===== config.mk =====
export PLATFORM = sky130hd
export DESIGN_NAME = tqle_board_decode
export DESIGN_NICKNAME = d
export VERILOG_FILES = /design/src/design/tabular_q_learning_engine_unit_macros.svh /design/src/design/tqle_pkg.sv /design/src/design/tqle_board_decode.sv
export SDC_FILE = /design/constraint.sdc
export NUM_CORES = 1
export LEC_CHECK = 0
export BUFFER_PORTS_ARGS = -buffer_cell sky130_fd_sc_hd__buf_2
export CAP_MARGIN = 25
export CORE_UTILIZATION = 55
export DETAILED_ROUTE_END_ITERATION = 8
export PLACE_DENSITY = 0.85
export SLEW_MARGIN = 15
export SYNTH_ARGS = -nofsm -noshare
export SYNTH_HDL_FRONTEND = slang
export SYNTH_SLANG_ARGS = --single-unit

===== constraint.sdc =====
create_clock -name vclk -period 9.6
set_input_delay 0.48 -clock vclk [all_inputs]
set_output_delay 0.48 -clock vclk [all_outputs]
set_load 0.01 [all_outputs]

===== src/design/tabular_q_learning_engine_unit_macros.svh =====
// Assertion helpers shared by the engine files.
`ifndef TABULAR_Q_LEARNING_ENGINE_UNIT_MACROS_SVH
`define TABULAR_Q_LEARNING_ENGINE_UNIT_MACROS_SVH

// Same-cycle implication, disabled while reset is high.
`define TQLE_ASSERT_SAME(label, clk, rst, ante, cons, msg) \
  label: assert property (@(posedge clk) disable iff (rst) (ante) |-> (cons)) \
    else $error(msg);

// Next-cycle implication, disabled while reset is high.
`define TQLE_ASSERT_NEXT(label, clk, rst, ante, cons, msg) \
  label: assert property (@(posedge clk) disable iff (rst) (ante) |=> (cons)) \
    else $error(msg);

`endif


===== src/design/tqle_pkg.sv =====
package tqle_pkg;

  // Fixed-point format of rewards and table values.
  localparam int FRAC_BITS = 12;
  localparam int RATE_W    = 13;
  localparam int THRESH_W  = 17;

  // Random source: 16-bit Galois LFSR.
  localparam logic [15:0] LFSR_SEED = 16'd44257;
  localparam logic [15:0] LFSR_MASK = 16'hB400;

  // Register reset values.
  localparam logic [RATE_W-1:0]   LEARN_RATE_RESET = 13'd410;
  localparam logic [RATE_W-1:0]   DISCOUNT_RESET   = 13'd3686;
  localparam logic [THRESH_W-1:0] THRESH_RESET     = 17'd6554;

  // Register indexes on the configuration channel.
  localparam logic [1:0] CFG_LEARN_RATE = 2'd0;
  localparam logic [1:0] CFG_DISCOUNT   = 2'd1;
  localparam logic [1:0] CFG_THRESHOLD  = 2'd2;

  // Command codes.
  localparam logic CMD_UPDATE = 1'b0;
  localparam logic CMD_CHOOSE = 1'b1;

  // Result status codes.
  localparam logic [1:0] ST_OK       = 2'd0;
  localparam logic [1:0] ST_BAD_CELL = 2'd1;
  localparam logic [1:0] ST_NO_FREE  = 2'd2;

  // Board checks from the decoder.
  typedef struct packed {
    logic bad;
    logic full;
  } board_flags_t;

  // Sequencer states.
  typedef enum logic [3:0] {
    S_CLEAR,
    S_IDLE,
    S_DECODE,
    S_DRAW,
    S_MOD,
    S_PICK,
    S_READ,
    S_CUR,
    S_INNER,
    S_MLO,
    S_MHI,
    S_SUM,
    S_RESULT
  } state_t;

  // Power of three, evaluated at elaboration.
  function automatic int unsigned pow3(input int unsigned n);
    int unsigned p;
    p = 1;
    for (int unsigned i = 0; i < n; i++) begin
      p = p * 3;
    end
    return p;
  endfunction

endpackage


===== src/design/tqle_board_decode.sv =====
module tqle_board_decode
  import tqle_pkg::*;
#(
  parameter int BOARD_CELLS = 9,
  parameter int AW          = 18
) (
  input  logic [17:0]            board,
  output logic [AW-1:0]          base,
  output logic [BOARD_CELLS-1:0] free,
  output board_flags_t           flags
);

  // Weight of one cell in the table index: 3^i * BOARD_CELLS.
  function automatic logic [AW-1:0] cell_weight(input int unsigned i);
    return AW'(pow3(i) * BOARD_CELLS);
  endfunction

  // Each cell contributes 0, one or two weights; all terms are independent.
  always_comb begin
    logic [AW-1:0] acc;
    logic          bad;
    logic [1:0]    c;
    acc = '0;
    bad = 1'b0;
    for (int i = 0; i < BOARD_CELLS; i++) begin
      c       = board[2*i +: 2];
      free[i] = (c == 2'd0);
      if (c == 2'd3) begin
        bad = 1'b1;
      end
      if (c == 2'd1) begin
        acc = acc + cell_weight(i);
      end else if (c == 2'd2) begin
        acc = acc + (cell_weight(i) << 1);
      end
    end
    base       = acc;
    flags.bad  = bad;
    flags.full = ~|free;
  end

endmodule


Word level (Yosys, flattened, before mapping). Index checks and enable logic that the tools add are counted. Widths: inputs -> output; s select.

Bits in read-only memories: 0. RAM bits: 0. Latch bits: 0. Bits of input ports: 18. Logic and storage cells: 81. Output and inout port bits: 29. Memories: 0. Register bits after elaboration: 0.

Reductions and logical operators: 11. Muxes and demuxes: 27. Shift operators: 0. $add $sub $neg: 16. Equal/unequal tests: 27. Bitwise gates (word level): 0. $lt $le $gt $ge: 0. Divide/modulo/power cells: 0. Multipliers: 0.

Operators by type and width (number): $mux 18 (16); $add 18x13->18 const B (2); $add 18x16->18 const B (2); $add 18x8->18 const B (2); $eq 2x2->1 const B (18); $add 18x10->18 const B (1); $add 18x11->18 const B (1); $add 18x12->18 const B (1); $add 18x14->18 const B (1); $add 18x15->18 const B (1); $add 18x17->18 const B (1); $add 18x5->18 const B (1); $add 18x6->18 const B (1); $add 18x7->18 const B (1); $add 18x9->18 const B (1); $eq 2x1->1 const B (9); $logic_not 2->1 (9); $mux 5 (2); $mux 1 (9); $reduce_or 9->1 (1); $logic_not 1->1 (1).

Depth between registers and ports, before layout. Gate-level depths: netlist (run 1).

Word-level depth: 27. Depth in mapped cells: 42. Depth with buffers taken out: 42.

Worst setup path before layout (run 1). No wires, ideal clock.

Kind: in2out. From: input port board[0]. To: output port base[13]. Arrival: 7.821 ns. Path slack: 1.299 ns. Required time: 9.120 ns. Stages: 39. Buffers on the path: 0. Path through: inv_1 > ha_1 > nor2_1 > a211oi_2 > nor2_1 > ha_1 > o22ai_1 > nor2_1 > inv_2 > ha_1 > o32ai_1 > a21oi_1 > nand3_1 > ha_1 > a22o_1 > o31a_1 > a221o_1 > inv_1 > [... 3 more ...] > o21ai_1 > ha_1 > mux2_2 > mux2i_1 > inv_1 > ha_1 > nor2_1 > a21oi_1 > a21oi_1 > ha_1 > and2_1 > o21ai_0 > a21oi_1 > o21ai_0 > and3_1 > o21ai_0 > o21ai_0 > xnor2_1.

Cells in the longest elaborated chain, start to end: 27. Elaborated cells between the ends (all ways): 36. Classes of those cells: add/sub: 16; eq/ne: 2; mux: 18.

Ends and longest elaborated chain: from (decl) (line tqle_board_decode.sv:7) `input logic [17:0] board,`; $eq 2x2->1 (line tqle_board_decode.sv:33) `end else if (c == 2'd2) begin`; $mux 5 (line tqle_board_decode.sv:33); $mux 5 (*) (line tqle_board_decode.sv:31) `if (c == 2'd1) begin`; $add 18x6->18 (line tqle_board_decode.sv:34) `acc = acc + (cell_weight(i) << 1);`; $mux 18 (line tqle_board_decode.sv:33); $mux 18 (*) (line tqle_board_decode.sv:31); $add 18x8->18 (line tqle_board_decode.sv:34); $mux 18 (line tqle_board_decode.sv:33); [... 11 more ...]; $mux 18 (line tqle_board_decode.sv:33); $mux 18 (*) (line tqle_board_decode.sv:31); $add 18x16->18 (line tqle_board_decode.sv:34); $mux 18 (line tqle_board_decode.sv:33); $mux 18 (*) (line tqle_board_decode.sv:31); $add 18x17->18 (line tqle_board_decode.sv:34); $mux 18 (line tqle_board_decode.sv:33); $mux 18 (*) (line tqle_board_decode.sv:31); to (decl) (line tqle_board_decode.sv:8) `output logic [AW-1:0] base,`.

Mark *: on every way between the ends. The rest lies on a longest branch, timed or not.

Worst setup path after layout (run 1).
From: input port board[0]. To: output port base[16].

Same word-level chain as after synthesis.

==> metrics.txt, run 1 <==
total global-route track usage=28.01%; most used cell, CP=ha_1; Die X=90.44 µm; Hold Path Class=input pin to output port; WP data arrival=8680 ps; first-pass GRT wire length=20.02 mm; core footprint=7408 µm²; max incr delay on CP=440 ps; RSZ-0062 raised after global routing=no; hold path cells=3; Core Rows=31; Congestion Overflow GR=0; fraction of layout cells with a size suffix above 1=20.32%; # IOs=47; Mapped Nets=647; Worst Setup End Kind=output port; wire per inst=17.15 µm; Synth Cell Area=4302 µm²; initial antenna violation count=0; Layout area overhead=6.864%; Synth Instances=603; Seq Cell Count=0; starting density of the core=58.06%; FILL cells=670; vias in the first global route=4431; final hold vios=0; Worst EP required=9120 ps; dpl hpwl=9.657 mm; Final #Nets=666; fmax=109.2 MHz; routed wire length=12.33 mm; Max stage delay cell, worst path=a2111oi_0; P_leak=1.834 nW; Max FO, Critical Path=8; initial DRC count=587; vias per inst=6.844; cell family with most CP delay=compound AO/OA/AOI/OAI gates; measured slew at the worst slew-check pin=936.4 ps; Vias=4921; critical path depth=41; GPL Wtd Cong=0.9995; Pre-Repair DR Iteration Count=5; largest net degree at the start of global routing=24; DIE AREA=8178 µm²; sequential-to-total area share from yosys stat=0%; PortBufs=47; status=finished clean; Synth Area per Inst=7.134 µm²; worst rel slew slack=37.44%; worst vdd rail ir drop=0.09145 mV; clock buffers=0; crit share post-route=95.40%; Hold Buf Count CTS=0; Min Clock Period, post-route=9158 ps; Post-DRT Antenna Nets=0; Post-Layout Cell Count=719; max_cap viols=0; # setup viols final=0; placed cells=717; YS warnings=0; Startpoint Class=input pin; ANT cells=0; PwrDens=214.4 nW/µm²; sequential cell area=0 µm²; Final Max Tran Viols=0; Setup TNS=0 ps; Die Ht=90.44 µm; post-synthesis cell type count=107; kind of critical path=input pin to output port; crit path buf inv count=7; drt drc=0
## repair_timing
action                     CTS  global route
resized for setup            0            20
setup endpoints to repair    0             9
buffers inserted             0             2
## metal layers
metal  track usage [%]  part of all wire [%]  up-vias
met2             51.21                    49      258
met3             1.515                   7.0       34
met1             35.87                    43     2315
met5                 0                     0        -
met4             6.183                   1.7        0
li1                  -                     -     2314
## cells in the final DEF, fill, tap and decap left out, drive strengths merged, types with 5 or more instances in the layout
master    n
o211ai    8
xnor2    49
o21a      7
a22oi     9
or3       8
nor3      9
inv      26
a31o      5
nor4      6
xor2     19
and3      9
ha       26
nand2b   18
a31oi    13
nor3b     5
a21o     10
mux2i     7
buf      49
nor2b    17
a22o      6
nand4     5
o21ai    43
o31a      6
o22ai     7
a21oi    35
and2     12
o31ai     7
nand3b    5
nand2    41
nor2     48
a2bb2oi   8
a211oi    6
a211o     5
nand3    16
## worst min-delay path, cell delays in order
cell	delay, ps
buf_2	170
nor2_1	80
buf_2	140
## power by group
group          switching, mW  leakage, nW  internal (mW)
Combinational          0.584         1.83          0.402
Sequential                 0            0              0
Clock                      0            0              0
Total                  0.584         1.83          0.402
## cells by family after synthesis
kind of cell / synth area share, %
AO/OA/AOI/OAI: 40.87
buffers and inverters: 6.573
multiplexers: 2.152
AND/OR/NAND/NOR: 26.91
adder cells (fa/ha/maj): 7.562
XOR/XNOR: 15.94
## cells in the mapped netlist, types with 6 or more instances
master	count	area, µm²
a21o_1	7	52.55
a21oi_1	33	165.2
a22oi_1	8	60.06
a2bb2oi_1	8	70.07
a31oi_1	12	75.07
and2_1	10	62.56
and3_1	6	37.54
buf_6	6	67.56
clkbuf_1	19	71.32
ha_1	26	325.3
inv_1	23	86.33
mux2i_1	7	70.07
nand2_1	40	150.1
nand2b_1	18	112.6
nand3_1	16	80.08
nor2_1	46	172.7
nor2b_1	15	93.84
nor3_1	9	45.04
o211ai_1	8	60.06
o21a_1	6	45.04
o21ai_0	38	190.2
o22ai_1	7	43.79
o31a_1	6	52.55
xnor2_1	45	394.1
xor2_1	17	148.9
## final timing paths
check	from	to	slack, ps
setup / recovery	board[0]	base[16]	440
hold / removal	board[16]	free[8]	1350
## final cells by class
cell class	count	area, µm²	share of cell area [%]
Timing Repair Buffer	49	250.2	5.444
Inverter	26	97.59	2.123
Multi-Input combinational cell	545	4125	89.74
Tap cell	99	123.9	2.695
## per-stage QoR
stage | total power [mW] | hold slack, ps | utilization [%] | worst slack [ps] | cell area (µm²)
floorplan | 0.7326 | 1112 | - | 1299 | 4302
global placement | 0.8899 | 1329 | 60.41 | 571.0 | 4476
detailed placement | 0.9209 | 1342 | 60.41 | 257.6 | 4476
CTS | 0.9254 | 1343 | 60.41 | 258.9 | 4476
global route | 1.078 | 1373 | 62.05 | 29.56 | 4597
finish | 0.9854 | 1348 | 62.05 | 441.6 | 4597
Note: power is estimated with default switching activity, not from simulation.
==> inputs of run 2 (changes only) <==
--- a/config.mk
+++ b/config.mk
@@ -10,6 +10,7 @@
 export CORE_UTILIZATION = 55
 export DETAILED_ROUTE_END_ITERATION = 8
 export PLACE_DENSITY = 0.85
+export REMOVE_ABC_BUFFERS = 1
 export SLEW_MARGIN = 15
 export SYNTH_ARGS = -nofsm -noshare
 export SYNTH_HDL_FRONTEND = slang
==> run 2 against run 1 <==
  * Clock-buffer cell count is the same
  * Critical path depth is the same
  * Flip-flop and latch count is the same
  * Combinational power is essentially flat
  * Sequential share of layout area is the same
  * Critical path type unchanged
  * Largest cell class unchanged
  * Via count grew 0.63%
==> metrics.txt, run 2 (synthesized netlist as in run 1, its figures left out) <==
Final #Nets=668; worst vdd rail ir drop=0.08349 mV; worst rel slew slack=36.73%; fmax=107.5 MHz; Min Clock Period, post-route=9299 ps; total global-route track usage=29.73%; starting density of the core=58.06%; GPL Wtd Cong=1.044; Pre-Repair DR Iteration Count=5; PortBufs=47; core footprint=7408 µm²; P_leak=1.838 nW; Worst EP required=9120 ps; commonest non-fill, non-tap cell in the layout=buf_2; clock buffers=0; P_int=0.4013 mW; Vias=4952; max incr delay on CP=450 ps; final hold vios=0; drt drc=0; Seq Cell Count=0; measured slew at the worst slew-check pin=947.1 ps; # IOs=47; PwrDens=214.3 nW/µm²; Clk pwr share=0%; # setup viols final=0; status=finished clean; WP data arrival=8820 ps; Sw Share=59.33%; Congestion Overflow GR=0; vias per inst=6.868; Core Rows=31; sequential cell area=0 µm²; Layout area overhead=7.039%; ANT cells=0; Hold Path Class=input pin to output port; Die X=90.44 µm; Worst Setup End Kind=output port; most frequent cells in the layout=47 x buf_2, 45 x nor2_1, 42 x xnor2_1, 40 x nand2_1, 37 x o21ai_0; Post-DRT Antenna Nets=0; placed cells=717; kind of critical path=input pin to output port; wire per inst=17.51 µm; initial DRC count=438; max_cap viols=0; Combinational Power Share=100.0%; most used cell, CP=ha_1; Startpoint Class=input pin; DIE AREA=8178 µm²; Pwr Total=0.9866 mW; Reg power frac=0%; Post-Layout Cell Count=721; routed wire length=12.62 mm; fraction of layout cells with a size suffix above 1=20.58%; Max FO, Critical Path=8; largest net degree at the start of global routing=24; dpl hpwl=9.720 mm; Final Max Tran Viols=0; Hold Buf Count CTS=0; Die Ht=90.44 µm; Max stage delay cell, worst path=a2111oi_1; crit share post-route=96.87%; vias in the first global route=4500; initial antenna violation count=0; first-pass GRT wire length=21.02 mm; switching power=0.5853 mW
run 2: area by class of cell:
type                       instances  area, µm²
inverter                          26      97.59
multi-input combinational        545       4118
tap                               99      123.9
timing repair buffer              51      265.3
fill                             664       2804
run 2: final timing paths:
| path | start | to | cells past startpoint |
|---|---|---|---|
| worst max-delay path | board[0] | base[16] | 41 |
| worst min-delay path | board[16] | base[1] | 3 |
run 2: what timing repair did:
item	in CTS	in global routing
buffers inserted	0	4
resized for setup	0	19
hold endpoints to repair	0	0
endpoints found under the setup margin	0	11
run 2: power groups by stage:
stage	combinational (mW)	clock [mW]	sequential, mW
floorplan	0.713	0	0
global placement	0.891	0	0
detailed placement	0.923	0	0
CTS	0.927	0	0
global route	1.08	0	0
finish	0.987	0	0
run 2: critical path: cells and delay by family:
family	cells	cell delay [ps]
AOI/OAI and AO/OA	16	3330
adders and majority gates	7	2140
and+or+nand+nor	7	1170
buffers and inverters	7	890
xor gates and xnor gates	3	630
muxes	1	150
run 2: metrics by stage:
stage	hold WS [ps]	worst slack [ps]	TNS, ps	area (µm²)	util (%)
2_1_floorplan	1003	1314	0	4116	-
3_3_place_gp	1326	558.6	0	4476	60.41
3_5_place_dp	1337	39.74	0	4476	60.41
4_1_cts	1337	25.61	0	4476	60.41
5_1_grt	1379	-112.0	-267.7	4604	62.15
6_report	1346	300.9	0	4604	62.15
run 2: metal layers:
layer	GRT usage, %	wire length [µm]	vias to the layer above
met1	38.61	5444	2370
met3	2.694	913	28
met4	6.317	233	0
met2	52.99	6031	239
met5	0	0	-
li1	-	-	2315
==> inputs of run 3 (changes only) <==
--- a/config.mk
+++ b/config.mk
@@ -5,11 +5,11 @@
 export SDC_FILE = /design/constraint.sdc
 export NUM_CORES = 1
 export LEC_CHECK = 0
-export BUFFER_PORTS_ARGS = -buffer_cell sky130_fd_sc_hd__buf_2
 export CAP_MARGIN = 25
 export CORE_UTILIZATION = 55
 export DETAILED_ROUTE_END_ITERATION = 8
-export PLACE_DENSITY = 0.85
+export DONT_BUFFER_PORTS = 1
+export PLACE_DENSITY = 0.8
 export REMOVE_ABC_BUFFERS = 1
 export SLEW_MARGIN = 15
 export SYNTH_ARGS = -nofsm -noshare
==> constraint.sdc (replaced) <==
create_clock -name vclk -period 9.6
set_input_delay 0 -clock vclk [all_inputs]
set_output_delay 0 -clock vclk [all_outputs]
set_load 0.01 [all_outputs]
==> run 3 against run 2 <==
  * Power shrank 12%
  * Critical path type unchanged
  * Final area is 7.9% lower
  * Largest cell class unchanged
  * Critical path depth decreased by 2
==> metrics.txt, run 3 (synthesized netlist as in run 1, its figures left out) <==
final hold vios=0; drt drc=0; Post-DRT Antenna Nets=0; Reg power frac=0%; Final #Nets=617; # IOs=47; vias per inst=6.861; Combinational Power Share=100.0%; Vias=4597; WP data arrival=8510 ps; Congestion Overflow GR=0; routed wire length=11.85 mm; Final Core Density=57.24%; Setup TNS=0 ps; first-pass GRT wire length=20.20 mm; Hold Path Class=input pin to output port; most frequent cells in the layout=46 x nor2_1, 45 x xnor2_1, 40 x nand2_1, 38 x o21ai_0, 33 x a21oi_1; Min Clock Period, post-route=8506 ps; status=finished clean; Die X=90.44 µm; commonest non-fill, non-tap cell in the layout=nor2_1; crit share post-route=88.61%; Layout area overhead=-1.425%; PortBufs=0; measured slew at the worst slew-check pin=984.6 ps; dpl cell area=4240 µm²; max_cap viols=0; starting density of the core=58.06%; worst hold slack=54.59 ps; P_int=0.3304 mW; GPL Wtd Cong=0.9548; worst rel slew slack=34.22%; fraction of layout cells with a size suffix above 1=10.86%; final instance area=4240 µm²; kind of critical path=input pin to output port; core footprint=7408 µm²; fmax=117.6 MHz; vias in the first global route=4298; Gates resized, CTS repair=0; largest net degree at the start of global routing=24; total global-route track usage=28.47%; RSZ-0062 raised after global routing=no; Startpoint Class=input pin; Worst EP required=9600 ps; DIE AREA=8178 µm²; Worst Setup End Kind=output port; Core Rows=31; PwrDens=204.1 nW/µm²; Hold Buf Count CTS=0; FILL cells=719; Die Ht=90.44 µm; ANT cells=0; Final Max Tran Viols=0; most used cell, CP=ha_1; Clk pwr share=0%; # setup viols final=0; initial antenna violation count=0; worst vdd rail ir drop=0.08243 mV; switching power=0.5351 mW; Seq Cell Count=0; Max stage delay cell, worst path=ha_1; Max FO, Critical Path=8; P_leak=1.594 nW; initial DRC count=323; max incr delay on CP=430 ps; sequential cell area=0 µm²; wire per inst=17.69 µm; Sw Share=61.83%; Pre-Repair DR Iteration Count=5; postcts setup bufs=0; dpl hpwl=9.561 mm; clock buffers=0
## run 3: per-stage QoR
stage	worst slack (ps)	std cells	power, mW
2_1_floorplan	2274	571	0.7135
3_3_place_gp	1613	670	0.8271
3_5_place_dp	1270	670	0.8484
4_1_cts	1244	670	0.8529
5_1_grt	344.8	670	0.9524
6_report	1094	670	0.8656
## run 3: worst max-delay path: cells and delay by family
family | cells | cell delay [ps]
compound gates | 17 | 3240
xor+xnor | 1 | 270
fa+ha+maj | 8 | 2660
buf+inv | 4 | 480
mux | 2 | 650
simple gates | 7 | 1220
## run 3: path summary, 6_finish.rpt
| path | cells past startpoint | end | slack, ps | start |
|---|---|---|---|---|
| min | 1 | free[2] | 50 | board[5] |
| max | 39 | base[15] | 1090 | board[0] |
## run 3: cell type report
| cell class | count | area [µm²] | share of cell area [%] |
|---|---|---|---|
| Multi-Input combinational cell | 545 | 4019 | 94.78 |
| Tap cell | 99 | 123.9 | 2.921 |
| Inverter | 26 | 97.59 | 2.302 |
## run 3: power groups by stage
| stage | Clock [mW] | Sequential, mW | Combinational [mW] |
|---|---|---|---|
| 2_1_floorplan | 0 | 0 | 0.713 |
| 3_3_place_gp | 0 | 0 | 0.827 |
| 3_5_place_dp | 0 | 0 | 0.848 |
| 4_1_cts | 0 | 0 | 0.853 |
| 5_1_grt | 0 | 0 | 0.952 |
| 6_report | 0 | 0 | 0.866 |
## run 3: routing by layer
layer	track usage, %	vias to the layer above	share of wire (%)
li1	-	2221	-
met5	0	-	0
met1	38.56	2171	46
met2	49.62	186	48
met3	1.936	19	5.0
met4	5.242	0	1.3
